**config.mk**
```make
export PLATFORM = sky130hd
export DESIGN_NAME = nmea_sentence_checksum_verifier
export DESIGN_NICKNAME = d
export VERILOG_FILES = /design/src/sv/nscv_pkg.sv /design/src/sv/nscv_line_check.sv /design/src/sv/nscv_out_buf.sv /design/src/sv/nmea_sentence_checksum_verifier.sv
export SDC_FILE = /design/constraint.sdc
export NUM_CORES = 1
export LEC_CHECK = 0
export BUFFER_PORTS_ARGS = -buffer_cell sky130_fd_sc_hd__buf_2
export CAP_MARGIN = 20
export CORE_ASPECT_RATIO = 1.2
export CORE_MARGIN = 8
export CORE_UTILIZATION = 59
export DETAILED_ROUTE_END_ITERATION = 6
export PLACE_DENSITY = 0.79
export SYNTH_ARGS = -nofsm -noshare
export SYNTH_HDL_FRONTEND = slang
export SYNTH_HIERARCHICAL = 1
export SYNTH_SLANG_ARGS = --single-unit
export TNS_END_PERCENT = 1
```
**constraint.sdc**
```tcl
create_clock -name aclk -period 5.3 [get_ports aclk]
set_input_delay 0.53 -clock aclk [delete_from_list [all_inputs] [get_ports aclk]]
set_output_delay 0.53 -clock aclk [all_outputs]
set_load 0.01 [all_outputs]
```
**src/sv/nscv_pkg.sv**
```systemverilog
// nscv_pkg: shared constants, result type and hex digit decode for the
// NMEA sentence checksum verifier. No dependencies.
package nscv_pkg;

    localparam int unsigned LINE_MAX = 256;
    localparam int unsigned LEN_W    = $clog2(LINE_MAX + 1);
    localparam int unsigned OUT_LEN_W = 9;
    localparam int unsigned FAIL_W   = 16;

    localparam logic [7:0] CHAR_DOLLAR = 8'h24;
    localparam logic [7:0] CHAR_STAR   = 8'h2A;
    localparam logic [7:0] CHAR_LF     = 8'h0A;
    localparam logic [7:0] CHAR_CR     = 8'h0D;

    localparam int unsigned RES_W  = 1 + OUT_LEN_W + FAIL_W;
    localparam int unsigned TDATA_W = ((RES_W + 7) / 8) * 8;

    typedef struct packed {
        logic [FAIL_W-1:0]    fail_count;
        logic [OUT_LEN_W-1:0] sentence_length;
        logic                 checksum_ok;
    } result_t;

    // ASCII hex digit to nibble; anything else reads as zero
    function automatic logic [3:0] hex_value(input logic [7:0] b);
        logic [3:0] v;
        v = 4'd0;
        if (b >= 8'h30 && b <= 8'h39) begin
            v = 4'(b - 8'h30);
        end else if (b >= 8'h41 && b <= 8'h46) begin
            v = 4'(b - 8'h37);
        end else if (b >= 8'h61 && b <= 8'h66) begin
            v = 4'(b - 8'h57);
        end
        return v;
    endfunction

endpackage

```
**src/sv/nscv_line_check.sv**
```systemverilog
// nscv_line_check: per-line checksum state, updated once per accepted beat,
// and the result for a line end. Depends on nscv_pkg.
module nscv_line_check import nscv_pkg::*; (
    input  logic       aclk,
    input  logic       aresetn,
    input  logic       beat_valid,
    input  logic [7:0] rx_byte,
    output logic       res_valid,
    output result_t    res
);

    logic [7:0]       running_xor_reg, running_xor_next;
    logic             star_seen_reg, star_seen_next;
    logic [1:0]       digits_reg, digits_next;
    logic [7:0]       rx_sum_reg, rx_sum_next;
    logic [LEN_W-1:0] len_reg, len_next;
    logic [FAIL_W-1:0] fail_reg, fail_next;

    logic is_end;
    logic is_dollar;
    logic ok;
    logic fail;

    assign is_dollar = (rx_byte == CHAR_DOLLAR);
    assign is_end    = (rx_byte == CHAR_LF) || (rx_byte == CHAR_CR);

    assign ok   = (len_reg != '0) && star_seen_reg && (digits_reg == 2'd2)
                  && (rx_sum_reg == running_xor_reg);
    assign fail = (len_reg != '0) && !ok;

    always_comb begin
        running_xor_next = running_xor_reg;
        star_seen_next   = star_seen_reg;
        digits_next      = digits_reg;
        rx_sum_next      = rx_sum_reg;
        len_next         = len_reg;
        fail_next        = fail_reg;
        if (beat_valid && !is_dollar) begin
            if (is_end) begin
                if (fail && fail_reg != {FAIL_W{1'b1}}) begin
                    fail_next = fail_reg + 1'b1;
                end
                running_xor_next = '0;
                star_seen_next   = 1'b0;
                digits_next      = '0;
                rx_sum_next      = '0;
                len_next         = '0;
            end else begin
                // overlong line: drop what was held, this byte starts afresh
                if (len_reg >= LEN_W'(LINE_MAX)) begin
                    running_xor_next = '0;
                    star_seen_next   = 1'b0;
                    digits_next      = '0;
                    rx_sum_next      = '0;
                    len_next         = LEN_W'(1);
                    if (rx_byte == CHAR_STAR) begin
                        star_seen_next = 1'b1;
                    end else begin
                        running_xor_next = rx_byte;
                    end
                end else begin
                    len_next = len_reg + 1'b1;
                    if (!star_seen_reg) begin
                        if (rx_byte == CHAR_STAR) begin
                            star_seen_next = 1'b1;
                        end else begin
                            running_xor_next = running_xor_reg ^ rx_byte;
                        end
                    end else if (digits_reg < 2'd2) begin
                        rx_sum_next = {rx_sum_reg[3:0], hex_value(rx_byte)};
                        digits_next = digits_reg + 1'b1;
                    end
                end
            end
        end
    end

    always_ff @(posedge aclk) begin
        if (!aresetn) begin
            running_xor_reg <= '0;
            star_seen_reg   <= 1'b0;
            digits_reg      <= '0;
            rx_sum_reg      <= '0;
            len_reg         <= '0;
            fail_reg        <= '0;
        end else begin
            running_xor_reg <= running_xor_next;
            star_seen_reg   <= star_seen_next;
            digits_reg      <= digits_next;
            rx_sum_reg      <= rx_sum_next;
            len_reg         <= len_next;
            fail_reg        <= fail_next;
        end
    end

    assign res_valid           = beat_valid && is_end;
    assign res.checksum_ok     = ok;
    assign res.sentence_length = OUT_LEN_W'(len_reg);
    assign res.fail_count      = (fail && fail_reg != {FAIL_W{1'b1}})
                                 ? fail_reg + 1'b1 : fail_reg;

endmodule

```
**src/sv/nscv_out_buf.sv**
```systemverilog
// nscv_out_buf: two-entry result register (output stage plus skid) so
// input ready never waits on the downstream combinationally. Depends on nscv_pkg.
module nscv_out_buf import nscv_pkg::*; (
    input  logic    aclk,
    input  logic    aresetn,
    input  logic    in_valid,
    input  result_t in_data,
    output logic    in_ready,
    output logic    out_valid,
    output result_t out_data,
    input  logic    out_ready
);

    logic    main_valid_reg, main_valid_next;
    logic    skid_valid_reg, skid_valid_next;
    result_t main_reg, main_next;
    result_t skid_reg, skid_next;
    logic    out_fire;

    assign in_ready  = !skid_valid_reg;
    assign out_valid = main_valid_reg;
    assign out_data  = main_reg;
    assign out_fire  = main_valid_reg && out_ready;

    always_comb begin
        main_valid_next = main_valid_reg;
        skid_valid_next = skid_valid_reg;
        main_next       = main_reg;
        skid_next       = skid_reg;
        if (out_fire) begin
            if (skid_valid_reg) begin
                main_next       = skid_reg;
                skid_valid_next = 1'b0;
            end else if (in_valid) begin
                main_next = in_data;
            end else begin
                main_valid_next = 1'b0;
            end
        end else if (in_valid && !skid_valid_reg) begin
            if (!main_valid_reg) begin
                main_next       = in_data;
                main_valid_next = 1'b1;
            end else begin
                skid_next       = in_data;
                skid_valid_next = 1'b1;
            end
        end
    end

    always_ff @(posedge aclk) begin
        if (!aresetn) begin
            main_valid_reg <= 1'b0;
            skid_valid_reg <= 1'b0;
        end else begin
            main_valid_reg <= main_valid_next;
            skid_valid_reg <= skid_valid_next;
        end
        main_reg <= main_next;
        skid_reg <= skid_next;
    end

endmodule

```
**src/sv/nmea_sentence_checksum_verifier.sv**
```systemverilog
// nmea_sentence_checksum_verifier: top level, joins the line checker and
// the result buffer. Depends on nscv_pkg, nscv_line_check, nscv_out_buf.
//
// Usage
//  - Input stream (s_*): one sentence character per beat in s_tdata.
//    '$' is dropped, CR or LF closes the line. All other bytes are
//    counted; bytes before the first '*' are XORed into the sum, the two
//    after it are taken as hex digits (non-hex reads as zero).
//  - Result stream (m_*): one beat per CR or LF, none for other bytes.
//    m_tdata carries checksum_ok, sentence_length and the saturating
//    fail_count (this line included). Empty lines give ok 0, no count.
//  - A line longer than LINE_MAX characters restarts from the byte that
//    overflows it.
//  - Throughput: one byte per cycle while s_tready is high. The line state is a single
//    register stage updated from the accepted byte.
//  - Result: shown on m_tvalid the cycle after the terminating byte is
//    accepted if the output stage is free; else it waits in the skid.
//  - Stall: results sit in a two-entry buffer; s_tready drops only when
//    both entries are full, so one further line end may arrive while the
//    receiver stalls. Bytes that end no line still need s_tready high.
//  - Reset (aresetn low, synchronous): line state, failure count and the
//    buffer are cleared; s_tready is high on the first cycle after.
module nmea_sentence_checksum_verifier import nscv_pkg::*; (
    input  logic               aclk,
    input  logic               aresetn,
    input  logic               s_tvalid,
    output logic               s_tready,
    input  logic [7:0]         s_tdata,   // [7:0] rx_byte
    output logic               m_tvalid,
    input  logic               m_tready,
    output logic [TDATA_W-1:0] m_tdata    // [0] checksum_ok, [9:1] sentence_length,
                                          // [25:10] fail_count, rest zero
);

    logic    beat;
    logic    res_valid;
    result_t res;
    result_t out_res;

    assign beat = s_tvalid && s_tready;

    nscv_line_check u_line_check (
        .aclk      (aclk),
        .aresetn   (aresetn),
        .beat_valid(beat),
        .rx_byte   (s_tdata),
        .res_valid (res_valid),
        .res       (res)
    );

    nscv_out_buf u_out_buf (
        .aclk     (aclk),
        .aresetn  (aresetn),
        .in_valid (res_valid),
        .in_data  (res),
        .in_ready (s_tready),
        .out_valid(m_tvalid),
        .out_data (out_res),
        .out_ready(m_tready)
    );

    assign m_tdata = TDATA_W'(out_res);

    // a passing line holds at least the star and two digits
    a_ok_len: assert property (@(posedge aclk) disable iff (!aresetn)
        m_tvalid && m_tdata[0] |-> m_tdata[9:1] >= 9'd3)
        else $error("checksum_ok with too short a sentence");

    // input is held off only while a result is waiting
    a_stall_cause: assert property (@(posedge aclk) disable iff (!aresetn)
        !s_tready |-> m_tvalid)
        else $error("input stalled with no result pending");

    // a line end accepted into an empty buffer is offered next cycle
    a_result_shown: assert property (@(posedge aclk) disable iff (!aresetn)
        beat && (s_tdata == CHAR_LF || s_tdata == CHAR_CR) |=> m_tvalid)
        else $error("line end gave no result");

    // after reset the block is empty and ready
    a_reset_state: assert property (@(posedge aclk)
        $rose(aresetn) |-> !m_tvalid && s_tready)
        else $error("buffer not clear after reset");

endmodule

```
After elaboration in Yosys (flattened, before gate mapping)
Cells that the tools add are included.
{"block": "word_totals", "memories": 0, "ff_bits": 98, "ram_bits": 0, "latchBits": 0, "romBits": 0}
{"block": "classes", "n_reduce_logical": 29, "magnitude_cmp": 8, "n_eq_ne": 13, "mux": 32, "n_addsub": 6, "n_shift": 0, "n_mul": 0, "n_div": 0, "bitwise_logic": 3}
{"operator": "two-way mux 26 bit", "n": 5}
{"operator": "two-way mux 8 bit", "n": 9}
{"operator": "two-way mux 9 bit", "n": 2}
{"operator": "adder 16 x 1 -> 16 bit, second input constant", "n": 1}
{"operator": "== test 8 x 4 -> 1 bit, second input constant", "n": 2}
{"operator": "== test 8 x 6 -> 1 bit, second input constant", "n": 2}
{"operator": ">= comparator 8 x 7 -> 1 bit, second input constant", "n": 2}
{"operator": "less-or-equal comparator 8 x 7 -> 1 bit, second input constant", "n": 2}
{"operator": "two-way mux 16 bit", "n": 1}
{"operator": "!= test 16 bit, second input constant", "n": 1}
{"operator": "AND reduction 3 bit", "n": 5}
{"operator": "logical AND 1 bit", "n": 13}
{"operator": "two-way mux 4 bit", "n": 3}
{"operator": "adder 9 x 1 -> 9 bit, second input constant", "n": 1}
{"operator": ">= comparator 9 bit, second input constant", "n": 1}
{"operator": "nonzero test 9 bit", "n": 1}
{"operator": "== test 8 bit", "n": 1}
{"operator": ">= comparator 8 x 6 -> 1 bit, second input constant", "n": 1}
{"operator": "less-or-equal comparator 8 x 6 -> 1 bit, second input constant", "n": 1}
{"operator": "two-way mux 1 bit", "n": 8}
{"operator": "two-way mux 2 bit", "n": 4}
{"operator": "subtractor 4 x 3 -> 4 bit, second input constant", "n": 2}
{"operator": "bitwise XOR 8 bit", "n": 1}
{"operator": "!= test 2 bit, second input constant", "n": 3}
{"operator": "other kinds (13)", "n": 19}

Logic depth before layout (Yosys ltp)
{"block": "depth", "word_depth": 11, "mapped_depth": 9, "ltp_nobuf": 9}

Modules after synthesis
The synthesis kept the hierarchy.
{"mod": "nscv_line_check", "area_per_inst_um2": 2894.0, "cells_each": 354, "seq_area_each_um2": 880.8, "n_inst": 1}
{"mod": "nscv_out_buf", "area_per_inst_um2": 2069.5, "cells_each": 95, "seq_area_each_um2": 1601.5, "n_inst": 1}
{"mod": "nmea_sentence_checksum_verifier", "area_per_inst_um2": 55.1, "cells_each": 8, "seq_area_each_um2": 0.0, "n_inst": 1}

Worst setup path after synthesis
OpenSTA, ideal clock, no wires.
{"block": "synth_path", "path_type": "input-to-reg", "from": "input port s_tdata[0]", "to": "register u_out_buf/skid_reg[0] (netlist bit), enable pin", "path_buffers": 0, "setup_ns": 0.448, "stages": 8, "required_time_ns": 4.852, "t_arrival_ns": 3.359, "slack_ns": 1.493, "cell_sequence": "inv_1 ha_1 mux2_2 and3_4 nand2_4 clkinv_4 nand2_1 nor3b_1"}
{"block": "synth_via", "elab_chain_cells": 5, "elab_cells_between_ends": 6}
{"element": "start, declared", "line": "nmea_sentence_checksum_verifier.sv:28", "text": "input logic [7:0] s_tdata,"}
{"element": "== test 8 x 4 -> 1 bit", "line": "nscv_line_check.sv:25", "text": "assign is_end = (rx_byte == CHAR_LF) || (rx_byte == CHAR_CR);"}
{"element": "logical OR 1 bit (*)", "line": "nscv_line_check.sv:25"}
{"element": "logical AND 1 bit (*)", "line": "nscv_line_check.sv:96", "text": "assign res_valid = beat_valid && is_end;"}
{"element": "named net res_valid", "line": "nmea_sentence_checksum_verifier.sv:36", "text": "logic res_valid;"}
{"element": "logical AND 1 bit (*)", "line": "nscv_out_buf.sv:39", "text": "end else if (in_valid && !skid_valid_reg) begin"}
{"element": "AND reduction 3 bit (no source line) (*)"}
{"element": "end signal, assigned", "line": "nscv_out_buf.sv:59", "text": "skid_reg <= skid_next;"}
{"element": "end, declared", "line": "nscv_out_buf.sv:17", "text": "result_t skid_reg, skid_next;"}
Mark *: on every way through the listed nets, which the timed path passes. The rest lies on a longest branch.
A chain may end at the register's enable or synchronous reset.

==> results.json <==
{
  "status": "completed",
  "post-cts-setup-buffers": 0,
  "wl_per_cell_um": 16.00,
  "start_util": 0.5956,
  "setup_tns_ns": 0,
  "skew_ns": 0.009534,
  "via_count": 3485,
  "fmax_mhz": 374.2,
  "drcViolationCount": 0,
  "cts_root_buffer": "clkbuf_8",
  "cts.sinks": 98,
  "yosysWarnings": 6,
  "syn_area_per_cell_um2": 10.98,
  "grt_antenna_before_repair": 0,
  "slowest_stage": "or4_1",
  "relSlewSlack": 0.5352,
  "synthTopCellsByArea": "edfxtp_1 (31%), dfxtp_1 (18%), mux2_4 (6.0%)",
  "yosysUniqueCellTypes": 61,
  "finalHoldViolCount": 0,
  "p_leak_uw": 0.002049,
  "finalMaxSlewViolations": 0,
  "cp_slowest_stage_delay_ns": 0.74,
  "gp_congestion": 0.8978,
  "setup_viol": 0,
  "tightestPinTransition_ns": 0.6964,
  "cts_resized": 0,
  "async_flop_share": 0,
  "num_antenna_cells": 0,
  "clk_path_buf_depth": 2,
  "fp.dieH_um": 117.0,
  "crit_chain": "ha_1, nand4_1, or4_1, nand3_1, mux2_2, mux2_4",
  "crit_path_start_kind": "flop",
  "met3_length_um": 445,
  "crit_type": "reg2reg",
  "holdPathEnd": "u_line_check/digits_reg[0]",
  "ys_ff_latch": 98,
  "yosysTopAreaCellShare": 0.3111,
  "firstDrtPassIters": 4,
  "maxCapViolations": 0,
  "hp-start": "u_line_check/digits_reg[0]",
  "crit_arrival_ns": 2.79,
  "dieArea_mm2": 0.01173,
  "tritoncts": "done",
  "utilization": 0.6455,
  "postCtsHoldBufs": 0,
  "power_uw": 1379,
  "drt-met1-wl_um": 4377,
  "port_buffers": 39,
  "ant_nets": 0,
  "cts-htree-levels": 3,
  "synth-edff-count": 52,
  "clock_latency_ns": 0.36,
  "clkTransAtPathRegs_ns": 0.09,
  "min_period_over_period": 0.5043,
  "drive_above_1_share": 0.2037,
  "holdPathStages": 1,
  "worstHoldPathType": "reg2reg",
  "ios": 46,
  "final_cells": 608,
  "vdd_drop_max_mv": 0.1578,
  "routed_wl_um": 9729,
  "drtIter0Drc": 173,
  "yosysSeqAreaShare": 0.4946,
  "routed.top_layer": "met4",
  "rsz0062_at_grt": "false",
  "globalRouteTotalUtil": 0.1707,
  "reg2regPathDepth": 6,
  "area_growth_pct": 8.377,
  "r2r_slack_ns": 2.63,
  "required_ns": 5.42,
  "hpwl_um": 7065,
  "syn_inst": 457,
  "grt_start_max_net_pins": 42,
  "cts_buffers": 9,
  "synth_flop_cell": "edfxtp_1",
  "p_per_area_mw_per_mm2": 253.5,
  "rows": 37,
  "grt_first_pass_wirelength_um": 15770,
  "place_inst": 591,
  "layout_min_cycle_time_ns": 2.673,
  "yosysTopAreaCell": "edfxtp_1",
  "grt-ovfl-total": 0,
  "r2r-end": "u_out_buf/out_data[11]",
  "worstSetupEndpointType": "flop",
  "r2r-start": "u_line_check/fail_reg[0]",
  "core_area_mm2": 0.008426,
  "die_w_um": 100.2,
  "syn_area_mm2": 0.005019,
  "wl_met2_um": 4572,
  "final_nets": 507,
  "via_per_inst": 5.732,
  "cp_max_fo": 8,
  "grt_pass1_vias": 3331
}
## critical path: cells and delay by family (launching register included)
| kind | cells | cell delay [ns] |
|---|---|---|
| flops | 1 | 0.44 |
| mux | 2 | 0.62 |
| fa+ha+maj | 1 | 0.25 |
| simple gates | 3 | 1.13 |
## cells in the final DEF, fill, tap and decap left out, types with 4 or more instances in the layout
master and count:
nor3_1 10, a21oi_1 29, nand3_1 12, mux2_4 20
buf_2 39, xnor2_1 8, edfxtp_1 52, and2_1 5
ha_1 9, dfxtp_1 46, o22ai_1 6, a31oi_1 7
clkbuf_8 11, o2bb2ai_1 4, conb_1 6, a22o_1 4
mux2_2 8, nand2b_1 5, nand4_1 18, nand2_1 31
or4_1 13, nor4_1 4, mux2i_1 6, nor2_1 27
nor3b_1 7, inv_1 13, o21ai_0 7, xor2_1 26
o31ai_1 12
## layer usage
metal	track usage	vias up
li1	-	1750
met1	0.1982	1631
met2	0.2872	83
met3	0.03609	21
met4	0.09899	0
met5	0	-
## report_power, final
part	internal, uW	switching [uW]	total (uW)
Sequential	811	23.4	834
Clock	198	243	441
Combinational	41.7	61.5	103
## per-stage QoR
stage	hold slack [ns]	cell area [um^2]	setup slack [ns]
floorplan	0.4487	5037	1.493
global placement	0.4634	5229	2.452
detailed placement	0.4845	5229	2.370
CTS	0.4932	5411	2.654
global route	0.5202	5439	2.544
finish	0.4999	5439	2.627
## logic make-up (layout without fill, tap and decap cells)
family	after synthesis	in the layout	share of synthesized area
simple gates	152	152	0.1728
flops	98	98	0.4946
compound gates	86	86	0.1149
buf+inv	43	72	0.04538
xor+xnor	34	34	0.05934
mux	34	34	0.08975
fa+ha+maj	9	9	0.02244
other cells	1	6	0.0007472
## synthesized netlist by cell type (8+ instances only)
cell type and instances:
a21oi_1 29, buf_2 10, buf_4 9, dfxtp_1 46, edfxtp_1 52, ha_1 9
inv_1 13, mux2_2 8, mux2_4 20, nand2_1 31, nand3_1 12, nand4_1 18
nor2_1 27, nor3_1 10, nor3b_1 8, o31ai_1 12, or4_1 13, xnor2_1 8
xor2_1 26
## worst max path at each step
| stage | startpoint | endpoint | slack, ns | depth (start not counted) |
|---|---|---|---|---|
| floorplan | s_tdata[0] | u_out_buf/skid_reg[0] | 1.49 | 8 |
| finish | u_line_check/fail_reg[0] | u_out_buf/out_data[11] | 2.63 | 6 |
| detailed placement | s_tdata[0] | u_out_buf/out_data[2] | 2.37 | 8 |
| CTS | u_line_check/fail_reg[0] | u_out_buf/out_data[11] | 2.65 | 6 |
| global placement | s_tdata[0] | u_out_buf/out_data[1] | 2.45 | 8 |
| global route | u_line_check/len_reg[8] | u_out_buf/out_data[19] | 2.54 | 6 |
## cell type report
cell class | count | area (um^2)
Inverter | 14 | 57.56
Clock inverter | 3 | 23.77
Timing Repair Buffer | 42 | 237.7
Multi-Input combinational cell | 321 | 2332
Clock buffer | 13 | 158.9
Sequential cell | 98 | 2482
Tap cell | 117 | 146.4
Fill cell | 694 | 2987
Note: power is estimated with default switching activity, not from simulation.
